File: src/rtl/core/dth_pkg.sv
`timescale 1ns / 1ps
// ----------------------------------------------------------------------------
// dth_pkg
// Shared types, operation and result codes for the deadline timer heap.
// ----------------------------------------------------------------------------
package dth_pkg;

  localparam int TIME_W = 48;
  localparam int ID_W   = 32;
  localparam int DUR_W  = 32;
  localparam int OP_W   = 3;
  localparam int KIND_W = 3;

  localparam logic [OP_W-1:0] OP_SCHEDULE   = 3'd0;
  localparam logic [OP_W-1:0] OP_CANCEL     = 3'd1;
  localparam logic [OP_W-1:0] OP_RESCHEDULE = 3'd2;
  localparam logic [OP_W-1:0] OP_TICK       = 3'd3;
  localparam logic [OP_W-1:0] OP_CLEAR      = 3'd4;

  localparam logic [KIND_W-1:0] KIND_SCHEDULED = 3'd0;
  localparam logic [KIND_W-1:0] KIND_REJECTED  = 3'd1;
  localparam logic [KIND_W-1:0] KIND_CANCELED  = 3'd2;
  localparam logic [KIND_W-1:0] KIND_FIRED     = 3'd3;
  localparam logic [KIND_W-1:0] KIND_TICK_DONE = 3'd4;
  localparam logic [KIND_W-1:0] KIND_CLEARED   = 3'd5;

  typedef struct packed {
    logic [TIME_W-1:0] deadline;
    logic [ID_W-1:0]   ident;
    logic              live;
  } entry_t;

  // Heap order: earlier deadline first, lower id on a tie.
  function automatic logic earlier(input entry_t a, input entry_t b);
    logic res;
    if (a.deadline != b.deadline) res = (a.deadline < b.deadline);
    else                          res = (a.ident < b.ident);
    return res;
  endfunction

endpackage

File: src/rtl/core/deadline_timer_heap.sv
`timescale 1ns / 1ps
// ----------------------------------------------------------------------------
// deadline_timer_heap
// Millisecond timer queue: a binary min-heap of timers held in one RAM.
// ----------------------------------------------------------------------------
// Usage:
//   Requests enter on in_valid/in_ready with operation, duration_ms and
//   timer_id. Results leave on out_valid/out_ready; out_last marks the final
//   result of each request. A tick gives one fired result per expired live
//   timer (earliest first) and then a tick done result; every other request
//   gives exactly one result, and unused operation codes give none.
//   in_ready is high only while no request is in work, so one request is
//   handled at a time. Timing is set by the heap RAM (one write port and
//   one read port, one read per cycle, registered read): schedule reads
//   and checks the parent at each sift-up level, cancel reads and checks
//   each entry scanned, and a tick pops each expired entry with a sift-down
//   and then emits the fired results one at a time.
//   Reset clears time, the id counter and the heap size; RAM contents need
//   no clearing since only entries below the heap size are read.
//   A stalled receiver holds the result in the output register and the
//   sequencer waits before loading the next one; nothing is dropped.
// ----------------------------------------------------------------------------
module deadline_timer_heap
  import dth_pkg::*;
#(
  parameter int CAPACITY = 16
) (
  input  logic                          clk,
  input  logic                          rst_n,
  input  logic                          in_valid,
  output logic                          in_ready,
  input  logic [OP_W-1:0]               in_operation,
  input  logic [DUR_W-1:0]              in_duration_ms,
  input  logic [ID_W-1:0]               in_timer_id,
  output logic                          out_valid,
  input  logic                          out_ready,
  output logic [KIND_W-1:0]             out_kind,
  output logic [ID_W-1:0]               out_result_id,
  output logic                          out_found,
  output logic [$clog2(CAPACITY+1)-1:0] out_active_count,
  output logic                          out_last
);

  localparam int IDX_W = $clog2(CAPACITY);
  localparam int CNT_W = $clog2(CAPACITY + 1);
  localparam logic [CNT_W-1:0] CAP_CNT = CNT_W'(CAPACITY);

  localparam logic [3:0] S_IDLE   = 4'd0;
  localparam logic [3:0] S_SCANRD = 4'd1;
  localparam logic [3:0] S_SCANCK = 4'd2;
  localparam logic [3:0] S_SCHED  = 4'd3;
  localparam logic [3:0] S_SURD   = 4'd4;
  localparam logic [3:0] S_SUCK   = 4'd5;
  localparam logic [3:0] S_TKRD   = 4'd6;
  localparam logic [3:0] S_TKCK   = 4'd7;
  localparam logic [3:0] S_TKLAST = 4'd8;
  localparam logic [3:0] S_SDRDL  = 4'd9;
  localparam logic [3:0] S_SDRDR  = 4'd10;
  localparam logic [3:0] S_SDCMP  = 4'd11;
  localparam logic [3:0] S_EMRD   = 4'd12;
  localparam logic [3:0] S_EMOUT  = 4'd13;
  localparam logic [3:0] S_RESP   = 4'd14;

  entry_t            heap_mem [CAPACITY];
  logic [ID_W-1:0]   fire_mem [CAPACITY];

  logic [3:0]        state_r, state_nxt;
  logic [OP_W-1:0]   op_r, op_nxt;
  logic [DUR_W-1:0]  dur_r, dur_nxt;
  logic [ID_W-1:0]   tid_r, tid_nxt;
  logic [TIME_W-1:0] now_r, now_nxt;
  logic [ID_W-1:0]   nid_r, nid_nxt;
  logic [CNT_W-1:0]  size_r, size_nxt;
  logic [CNT_W-1:0]  idx_r, idx_nxt;
  logic              found_r, found_nxt;
  entry_t            mov_r, mov_nxt;
  entry_t            left_r, left_nxt;
  logic              rok_r, rok_nxt;
  logic [CNT_W-1:0]  fcnt_r, fcnt_nxt;
  logic [CNT_W-1:0]  ecnt_r, ecnt_nxt;
  logic [KIND_W-1:0] rkind_r, rkind_nxt;
  logic [ID_W-1:0]   rid_r, rid_nxt;

  logic              ov_r, ov_nxt;
  logic [KIND_W-1:0] okind_r, okind_nxt;
  logic [ID_W-1:0]   oid_r, oid_nxt;
  logic              ofound_r, ofound_nxt;
  logic [CNT_W-1:0]  ocnt_r, ocnt_nxt;
  logic              olast_r, olast_nxt;

  entry_t            hrd_r;
  logic [ID_W-1:0]   frd_r;

  logic [IDX_W-1:0]  rd_addr;
  logic              hwe;
  logic [IDX_W-1:0]  hwa;
  entry_t            hwd;
  logic              fwe;

  logic              out_free;
  logic [CNT_W:0]    lchild, rchild;
  logic [CNT_W-1:0]  parent;
  logic              ltake, rtake;
  entry_t            cur;

  assign out_free = !ov_r || out_ready;
  assign in_ready = (state_r == S_IDLE);
  assign lchild   = {idx_r, 1'b1};
  assign rchild   = lchild + (CNT_W+1)'(1);
  assign parent   = (idx_r - CNT_W'(1)) >> 1;
  assign ltake    = earlier(left_r, mov_r);
  assign cur      = ltake ? left_r : mov_r;
  assign rtake    = rok_r && earlier(hrd_r, cur);

  always_comb begin
    state_nxt = state_r;
    op_nxt    = op_r;
    dur_nxt   = dur_r;
    tid_nxt   = tid_r;
    now_nxt   = now_r;
    nid_nxt   = nid_r;
    size_nxt  = size_r;
    idx_nxt   = idx_r;
    found_nxt = found_r;
    mov_nxt   = mov_r;
    left_nxt  = left_r;
    rok_nxt   = rok_r;
    fcnt_nxt  = fcnt_r;
    ecnt_nxt  = ecnt_r;
    rkind_nxt = rkind_r;
    rid_nxt   = rid_r;
    ov_nxt    = ov_r && !out_ready;
    okind_nxt = okind_r;
    oid_nxt   = oid_r;
    ofound_nxt = ofound_r;
    ocnt_nxt  = ocnt_r;
    olast_nxt = olast_r;
    rd_addr   = idx_r[IDX_W-1:0];
    hwe       = 1'b0;
    hwa       = idx_r[IDX_W-1:0];
    hwd       = mov_r;
    fwe       = 1'b0;

    unique case (state_r)
      S_IDLE: begin
        if (in_valid) begin
          op_nxt    = in_operation;
          dur_nxt   = in_duration_ms;
          tid_nxt   = in_timer_id;
          found_nxt = 1'b0;
          rid_nxt   = '0;
          idx_nxt   = '0;
          priority if (in_operation == OP_SCHEDULE) begin
            state_nxt = S_SCHED;
          end else if (in_operation == OP_CANCEL || in_operation == OP_RESCHEDULE) begin
            state_nxt = S_SCANRD;
          end else if (in_operation == OP_TICK) begin
            now_nxt   = now_r + TIME_W'(1);
            fcnt_nxt  = '0;
            state_nxt = S_TKRD;
          end else if (in_operation == OP_CLEAR) begin
            size_nxt  = '0;
            rkind_nxt = KIND_CLEARED;
            state_nxt = S_RESP;
          end else begin
            state_nxt = S_IDLE;
          end
        end
      end
      S_SCANRD: begin
        if (idx_r < size_r) begin
          state_nxt = S_SCANCK;
        end else if (op_r == OP_CANCEL) begin
          rkind_nxt = KIND_CANCELED;
          state_nxt = S_RESP;
        end else begin
          state_nxt = S_SCHED;
        end
      end
      S_SCANCK: begin
        if (hrd_r.ident == tid_r) begin
          hwe       = 1'b1;
          hwd       = hrd_r;
          hwd.live  = 1'b0;
          found_nxt = 1'b1;
          if (op_r == OP_CANCEL) begin
            rkind_nxt = KIND_CANCELED;
            state_nxt = S_RESP;
          end else begin
            state_nxt = S_SCHED;
          end
        end else begin
          idx_nxt   = idx_r + CNT_W'(1);
          state_nxt = S_SCANRD;
        end
      end
      S_SCHED: begin
        if (size_r >= CAP_CNT) begin
          rkind_nxt = KIND_REJECTED;
          state_nxt = S_RESP;
        end else begin
          mov_nxt.deadline = now_r + TIME_W'(dur_r);
          mov_nxt.ident    = nid_r;
          mov_nxt.live     = 1'b1;
          rkind_nxt = KIND_SCHEDULED;
          rid_nxt   = nid_r;
          nid_nxt   = nid_r + ID_W'(1);
          idx_nxt   = size_r;
          size_nxt  = size_r + CNT_W'(1);
          state_nxt = S_SURD;
        end
      end
      S_SURD: begin
        if (idx_r == '0) begin
          hwe       = 1'b1;
          state_nxt = S_RESP;
        end else begin
          rd_addr   = parent[IDX_W-1:0];
          state_nxt = S_SUCK;
        end
      end
      S_SUCK: begin
        hwe = 1'b1;
        if (earlier(mov_r, hrd_r)) begin
          // move the parent down into the hole and climb
          hwd       = hrd_r;
          idx_nxt   = parent;
          state_nxt = S_SURD;
        end else begin
          state_nxt = S_RESP;
        end
      end
      S_TKRD: begin
        rd_addr = '0;
        if (size_r != '0) begin
          state_nxt = S_TKCK;
        end else begin
          ecnt_nxt  = '0;
          rkind_nxt = KIND_TICK_DONE;
          state_nxt = (fcnt_r == '0) ? S_RESP : S_EMRD;
        end
      end
      S_TKCK: begin
        if (hrd_r.deadline <= now_r) begin
          if (hrd_r.live) begin
            fwe      = 1'b1;
            fcnt_nxt = fcnt_r + CNT_W'(1);
          end
          size_nxt  = size_r - CNT_W'(1);
          rd_addr   = size_nxt[IDX_W-1:0];
          state_nxt = (size_nxt != '0) ? S_TKLAST : S_TKRD;
        end else begin
          ecnt_nxt  = '0;
          rkind_nxt = KIND_TICK_DONE;
          state_nxt = (fcnt_r == '0) ? S_RESP : S_EMRD;
        end
      end
      S_TKLAST: begin
        mov_nxt   = hrd_r;
        idx_nxt   = '0;
        state_nxt = S_SDRDL;
      end
      S_SDRDL: begin
        if (lchild < {1'b0, size_r}) begin
          rd_addr   = lchild[IDX_W-1:0];
          state_nxt = S_SDRDR;
        end else begin
          hwe       = 1'b1;
          state_nxt = S_TKRD;
        end
      end
      S_SDRDR: begin
        left_nxt  = hrd_r;
        rok_nxt   = (rchild < {1'b0, size_r});
        rd_addr   = rchild[IDX_W-1:0];
        state_nxt = S_SDCMP;
      end
      S_SDCMP: begin
        hwe = 1'b1;
        priority if (rtake) begin
          hwd       = hrd_r;
          idx_nxt   = rchild[CNT_W-1:0];
          state_nxt = S_SDRDL;
        end else if (ltake) begin
          hwd       = left_r;
          idx_nxt   = lchild[CNT_W-1:0];
          state_nxt = S_SDRDL;
        end else begin
          state_nxt = S_TKRD;
        end
      end
      S_EMRD: begin
        state_nxt = S_EMOUT;
      end
      S_EMOUT: begin
        if (out_free) begin
          ov_nxt     = 1'b1;
          okind_nxt  = KIND_FIRED;
          oid_nxt    = frd_r;
          ofound_nxt = 1'b0;
          ocnt_nxt   = size_r;
          olast_nxt  = 1'b0;
          ecnt_nxt   = ecnt_r + CNT_W'(1);
          state_nxt  = (ecnt_nxt == fcnt_r) ? S_RESP : S_EMRD;
        end
      end
      S_RESP: begin
        if (out_free) begin
          ov_nxt     = 1'b1;
          okind_nxt  = rkind_r;
          oid_nxt    = rid_r;
          ofound_nxt = found_r;
          ocnt_nxt   = size_r;
          olast_nxt  = 1'b1;
          state_nxt  = S_IDLE;
        end
      end
      default: begin
        state_nxt = S_IDLE;
      end
    endcase
  end

  always_ff @(posedge clk) begin
    if (!rst_n) begin
      state_r <= S_IDLE;
      now_r   <= '0;
      nid_r   <= '0;
      size_r  <= '0;
      ov_r    <= 1'b0;
    end else begin
      state_r <= state_nxt;
      now_r   <= now_nxt;
      nid_r   <= nid_nxt;
      size_r  <= size_nxt;
      ov_r    <= ov_nxt;
    end
  end

  always_ff @(posedge clk) begin
    op_r     <= op_nxt;
    dur_r    <= dur_nxt;
    tid_r    <= tid_nxt;
    idx_r    <= idx_nxt;
    found_r  <= found_nxt;
    mov_r    <= mov_nxt;
    left_r   <= left_nxt;
    rok_r    <= rok_nxt;
    fcnt_r   <= fcnt_nxt;
    ecnt_r   <= ecnt_nxt;
    rkind_r  <= rkind_nxt;
    rid_r    <= rid_nxt;
    okind_r  <= okind_nxt;
    oid_r    <= oid_nxt;
    ofound_r <= ofound_nxt;
    ocnt_r   <= ocnt_nxt;
    olast_r  <= olast_nxt;
  end

  // heap RAM: one write, one registered read
  always_ff @(posedge clk) begin
    if (hwe) heap_mem[hwa] <= hwd;
    hrd_r <= heap_mem[rd_addr];
  end

  // fired id buffer: filled during the pops, drained afterward
  always_ff @(posedge clk) begin
    if (fwe) fire_mem[fcnt_r[IDX_W-1:0]] <= hrd_r.ident;
    frd_r <= fire_mem[ecnt_r[IDX_W-1:0]];
  end

  assign out_valid        = ov_r;
  assign out_kind         = okind_r;
  assign out_result_id    = oid_r;
  assign out_found        = ofound_r;
  assign out_active_count = ocnt_r;
  assign out_last         = olast_r;

endmodule
File: config.mk
export PLATFORM = sky130hd
export DESIGN_NAME = deadline_timer_heap
export DESIGN_NICKNAME = d
export VERILOG_FILES = /design/src/rtl/core/dth_pkg.sv /design/src/rtl/core/deadline_timer_heap.sv
export SDC_FILE = /design/constraint.sdc
export NUM_CORES = 2
export LEC_CHECK = 0
export ABC_CLOCK_PERIOD_IN_PS = 12500
export BUFFER_PORTS_ARGS = -buffer_cell sky130_fd_sc_hd__buf_2
export CORE_ASPECT_RATIO = 1.25
export CORE_MARGIN = 5
export CORE_UTILIZATION = 63
export CTS_CLUSTER_DIAMETER = 200
export DETAILED_ROUTE_END_ITERATION = 6
export PLACE_DENSITY_LB_ADDON = 0.12
export SLEW_MARGIN = 20
export SYNTH_ARGS = -nofsm -noshare
export SYNTH_HDL_FRONTEND = slang
export SYNTH_SLANG_ARGS = --single-unit
File: constraint.sdc
create_clock -name clk -period 12.5 [get_ports clk]
set_input_delay 3.75 -clock clk [delete_from_list [all_inputs] [get_ports clk]]
set_output_delay 3.75 -clock clk [all_outputs]
set_load 0.05 [all_outputs]
# [Yosys cells after proc, flatten, opt, wreduce, memory -nomap -nowiden]
# Memories as Yosys holds them, arrays and structs flattened. A register that Yosys moved wholly into a read port is not among the register bits.
# Cells that the tools add are included.
[classes] n_addsub=10 n_lt_le_gt_ge=11 n_eq_ne=42 mux=105 n_bitwise=3 n_reduce_logical=37
[ops] operator="81-bit 2-to-1 mux" count=5
[ops] operator="81-bit case mux with 3 select lines" count=1
[ops] operator="81-bit case mux with 2 select lines" count=1
[ops] operator="48-bit less-than comparator" count=3
[ops] operator="48-bit inequality test" count=3
[ops] operator="32-bit 2-to-1 mux" count=4
[ops] operator="32-bit case mux with 2 select lines" count=2
[ops] operator="5-bit 2-to-1 mux" count=22
[ops] operator="32-bit less-than comparator" count=3
[ops] operator="4-bit 2-to-1 mux" count=22
[ops] operator="4-bit case mux with 15 select lines" count=1
[ops] operator="48-bit by 1-bit adder with 48-bit output, second input constant" count=1
[ops] operator="48-bit by 32-bit adder with 48-bit output" count=1
[ops] operator="48-bit <= comparator" count=1
[ops] operator="3-bit 2-to-1 mux" count=12
[ops] operator="32-bit by 1-bit adder with 32-bit output, second input constant" count=1
[ops] operator="32-bit equality test" count=1
[ops] operator="2-bit inequality test, second input constant" count=15
[ops] operator="5-bit case mux with 3 select lines" count=2
[ops] operator="5-bit case mux with 6 select lines" count=1
[ops] operator="4-bit equality test, second input constant" count=7
[ops] operator="1-bit 2-to-1 mux" count=22
[ops] operator="5-bit by 1-bit adder with 5-bit output, second input constant" count=4
[ops] operator="4-bit case mux with 5 select lines" count=1
[ops] operator="other kinds (40)" count=72
[totals] reg_bits=413 mem_bits_rw=1808 out_inout_bits=44 wordCells=236 n_memories=2
[memory_table] memory="heap_mem" depth=16 word_bits=81 rd=1 rd_ports_with_merged_regs=1 write_ports=1 line="deadline_timer_heap.sv:64" text="entry_t heap_mem [CAPACITY];"
[memory_table] memory="fire_mem" depth=16 word_bits=32 rd=1 rd_ports_with_merged_regs=1 write_ports=1 line="deadline_timer_heap.sv:65" text="logic [ID_W-1:0] fire_mem [CAPACITY];"

# [Logic depth before layout (Yosys ltp)]
[depth] depth_word=8 ltp_mapped=24

# [Worst setup path after synthesis]
# OpenSTA, ideal clock, no wires.
[synth_timing] path_kind="register to register" start="register idx_r[0]" end="memory heap_mem[3][0] in the netlist's numbering (enable)" arrival_time_ps=7426 required_time_ps=11880 setup_slack_ps=4455 path_stages_with_launch=9 n_path_buf=0 synth_period_minus_slack_ps=8045 path_cell_list="edfxtp_1 -> inv_1 -> ha_1 -> or4b_4 -> nor3_1 -> a21oi_1 -> nand2_1 -> nand2_1 -> nor3_1"
[synth_via] elab_chain_len=5
[synth_lines] item="start, declared" line="deadline_timer_heap.sv:74" text="logic [CNT_W-1:0] idx_r, idx_nxt;"
[synth_lines] item="start signal, assigned" line="deadline_timer_heap.sv:344" text="idx_r <= idx_nxt;"
[synth_lines] item="6-bit by 5-bit less-than comparator with 1-bit output or 5-bit logical NOT (tied branches)" line="deadline_timer_heap.sv:264, deadline_timer_heap.sv:214"
[synth_lines] item="1-bit 2-to-1 mux, on equally long branches" line="deadline_timer_heap.sv:264, deadline_timer_heap.sv:214"
[synth_lines] item="1-bit case mux with 4 select lines" line="deadline_timer_heap.sv:144" text="unique case (state_r)"
[synth_lines] item="1-bit 2-to-1 mux" line="deadline_timer_heap.sv:362" text="if (hwe) heap_mem[hwa] <= hwd;"
[synth_lines] item="1-bit 2-to-1 mux (not written as such)" line="deadline_timer_heap.sv:362"
[synth_lines] item="end, declared" line="deadline_timer_heap.sv:64"
# Several ways; a longest one is shown, not always the timed one.

==> results.yml <==
status:
  outcome: "complete, no violations"
worst_setup_path:
  path_max_fanout: 48
  cp-start-kind: "register"
  crit_arrival_ps: 10540
  criticalPathCategory: "register to register"
  worstSetupEndpointType: "register"
  timing.rr.start: "mov_r[75]"
  crit_path_start: "mov_r[75]"
  critPathRequiredTime_ps: 13070
place:
  io_buffers: 114
  place_hpwl_mm: 172.1
  gp_congestion: 0.9546
  pre_cts_ws_ps: 2910
synth:
  avgSynthCellArea_um2: 14.75
  netlist_area_mm2: 0.1021
  syn_inst: 6927
  synth_top_family_by_area: "multiplexers"
  synth-seq-cells: 2334
  synth-simple-area-share_pct: 7.221
  yosys.cell_types.count: 102
  yosys.area_share.xor_xnor_pct: 1.338
  synth_fa_ha_area_share_pct: 4.246
  synth_top_flop_cell: "edfxtp_1"
  async_flop_share_pct: 0
  ys.warnings.count: 0
  synth_mux_area_share_pct: 9.310
  synth_edf_count: 2131
  synthesis.nets: 7344
  synth_compound_area_share_pct: 8.609
  ys_seq_area_share_pct: 66.63
floorplanning:
  rows: 165
  fp.dieW_um: 370.2
  dieArea_mm2: 0.1703
  pin_count: 115
  fp.coreArea_mm2: 0.1614
  die_h_um: 460.2
  initial_core_util_pct: 63.27
route:
  drt_iter0_markers: 8009
  ant_nets: 0
  wl_mm: 292.3
  drc_errors: 0
  routedWlPerCell_um: 31.11
  vias: 64120
  first_pass_iters: 6
  via_per_inst: 6.825
power:
  total_power_mw: 26.73
  power.leakage_nw: 40.16
  peakVddDrop_v: 0.0003414
  power_density_mw_per_mm2: 237.8
sta:
  worst_slack_ps: 2533
  slew_headroom_pct: 20.70
  finalSetupViolations: 0
  layout_min_cycle_time_ps: 9967
  fin_setup_tns_ps: 0
  finalCritPeriodShare_pct: 79.73
  fmax_ghz: 0.1003
  worst_pin_slew_ps: 1190
  slew_violations: 0
  clock_skew_ps: 59.34
  finalHoldViolations: 0
  rsz0062_at_grt: "no"
cts:
  cts_resized: 0
  cts_buffer_depth: 3
  htree_levels: 4
  cts_tree: "yes"
  cts-root-buf: "clkbuf_16"
  cts_made_buffers: 215
  clkLatencyLatePin_ps: 880
  hold_buffers: 0
  path_clk_slew_ps: 60
  cts_sinks: 2334
  cts_setup_buffers: 0
run:
  maxCapViolCount: 0
global_routing:
  grt_pass1_wl_mm: 423.0
  antenna_found_initial: 12
  grt_overflow: 0
  grtUsageTotal_pct: 34.12
  grt_max_degree: 141
  grt_pass1_vias: 62700
final_layout:
  layout_commonest_cell: "edfxtp_1"
  final_cell_mix: "2,131 x edfxtp_1, 500 x mux2i_1, 453 x nand2_1, 383 x nand3_1, 345 x ha_1"
  layout-drive-gt1-share_pct: 13.93
  nNetsFinal: 7448
  fill_cells: 10750
  syn2layout_area_growth_pct: 10.04
min_path:
  hp-class: "register to register"
  hold_start: "frd_r[11]"
==> power by group <==
| part | internal (mW) | total, mW | switching, mW |
|---|---|---|---|
| logic | 3.41 | 9.83 | 6.42 |
| clock network | 3.77 | 6.68 | 2.91 |
| registers | 9.67 | 10.2 | 0.551 |
| total | 16.9 | 26.7 | 9.88 |
==> routing by layer <==
layer / global-route usage (%) / vias to the layer above / share of wire, %
met3: 7.156 / 790 / 11
met1: 45.44 / 32270 / 37
li1: - / 27110 / -
met4: 16.09 / 10 / 5.3
met2: 54.40 / 3949 / 47
met5: 0 / - / 0.024
==> logic make-up after synthesis <==
family	after synthesis
flops	2334
compound gates	1217
xor+xnor	156
mux	740
buf+inv	618
fa+ha+maj	346
simple gates	1516
==> cell type report <==
class | instances | area, um^2 | area share, %
Antenna cell | 4 | 10.01 | 0.008906
Clock buffer | 281 | 5861 | 5.214
Clock inverter | 126 | 1344 | 1.196
Inverter | 240 | 904.6 | 0.8049
Multi-Input combinational cell | 3975 | 31710 | 28.22
Sequential cell | 2334 | 68060 | 60.55
Tap cell | 2171 | 2716 | 2.417
Timing Repair Buffer | 265 | 1792 | 1.594
==> worst max-delay path, stage by stage (launching register included) <==
cell       delay, ps
edfxtp_1         390
inv_1             60
ha_1             310
nand4_1          180
nor4_1           820
nand3_1          640
a2111oi_0        460
o221ai_1         350
o21ai_4          460
buf_4            650
mux2i_1          320
ha_1             290
a21o_1           160
a21o_1           170
a21oi_1          230
o221ai_1         220
nor4_1           980
nand2_1          110
o211ai_1         400
o21ai_2          210
o21ai_4          190
buf_4            480
buf_4            840
a221o_1          640
==> metrics by stage <==
| stage | utilization [%] | hold slack (ps) | instances | cell area, um^2 |
|---|---|---|---|---|
| after detailed placement | 65.12 | 495.8 | 8982 | 105100 |
| final | 69.62 | 508.1 | 9396 | 112400 |
| after CTS | 69.58 | 510.9 | 9389 | 112300 |
| after global placement | 65.12 | 487.5 | 8982 | 105100 |
| after floorplan | - | 406.4 | 6927 | 102100 |
| after global routing | 69.61 | 540.7 | 9393 | 112400 |
==> synthesized netlist by cell type (84+ instances only) <==
| master | count | area (um^2) |
|---|---|---|
| edfxtp_1 | 2131 | 63990 |
| mux2i_1 | 500 | 5005 |
| nand2_1 | 454 | 1704 |
| nand3_1 | 384 | 1922 |
| ha_1 | 345 | 4317 |
| o21ai_0 | 306 | 1531 |
| inv_1 | 237 | 889.6 |
| a21oi_1 | 227 | 1136 |
| dfxtp_1 | 203 | 4064 |
| clkbuf_1 | 195 | 732.0 |
| nor2_1 | 191 | 716.9 |
| mux4_2 | 160 | 3603 |
| buf_2 | 124 | 620.6 |
| nor3_1 | 119 | 595.6 |
| a211oi_1 | 101 | 758.2 |
| and3_1 | 99 | 619.3 |
| xnor2_1 | 84 | 735.7 |
==> worst paths after layout <==
check                       to  slack, ps  depth (start not counted)
max reg2reg   heap_mem[15][28]       2530                         23
min          out_result_id[11]        510                          2
max           heap_mem[15][28]       2530                         23
min reg2reg  out_result_id[11]        510                          2
==> registers in the layout, summed over array words and instances (netlist names), 32 cells and up <==
signal and flops:
hrd_r 81, now_r 48, fire_mem 512, heap_mem 1296
out_result_id 32, frd_r 32, left_r 81, tid_r 32
rid_r 32, dur_r 32, mov_r 81, nid_r 32
No activity file was read; power rests on OpenSTA's default activity.
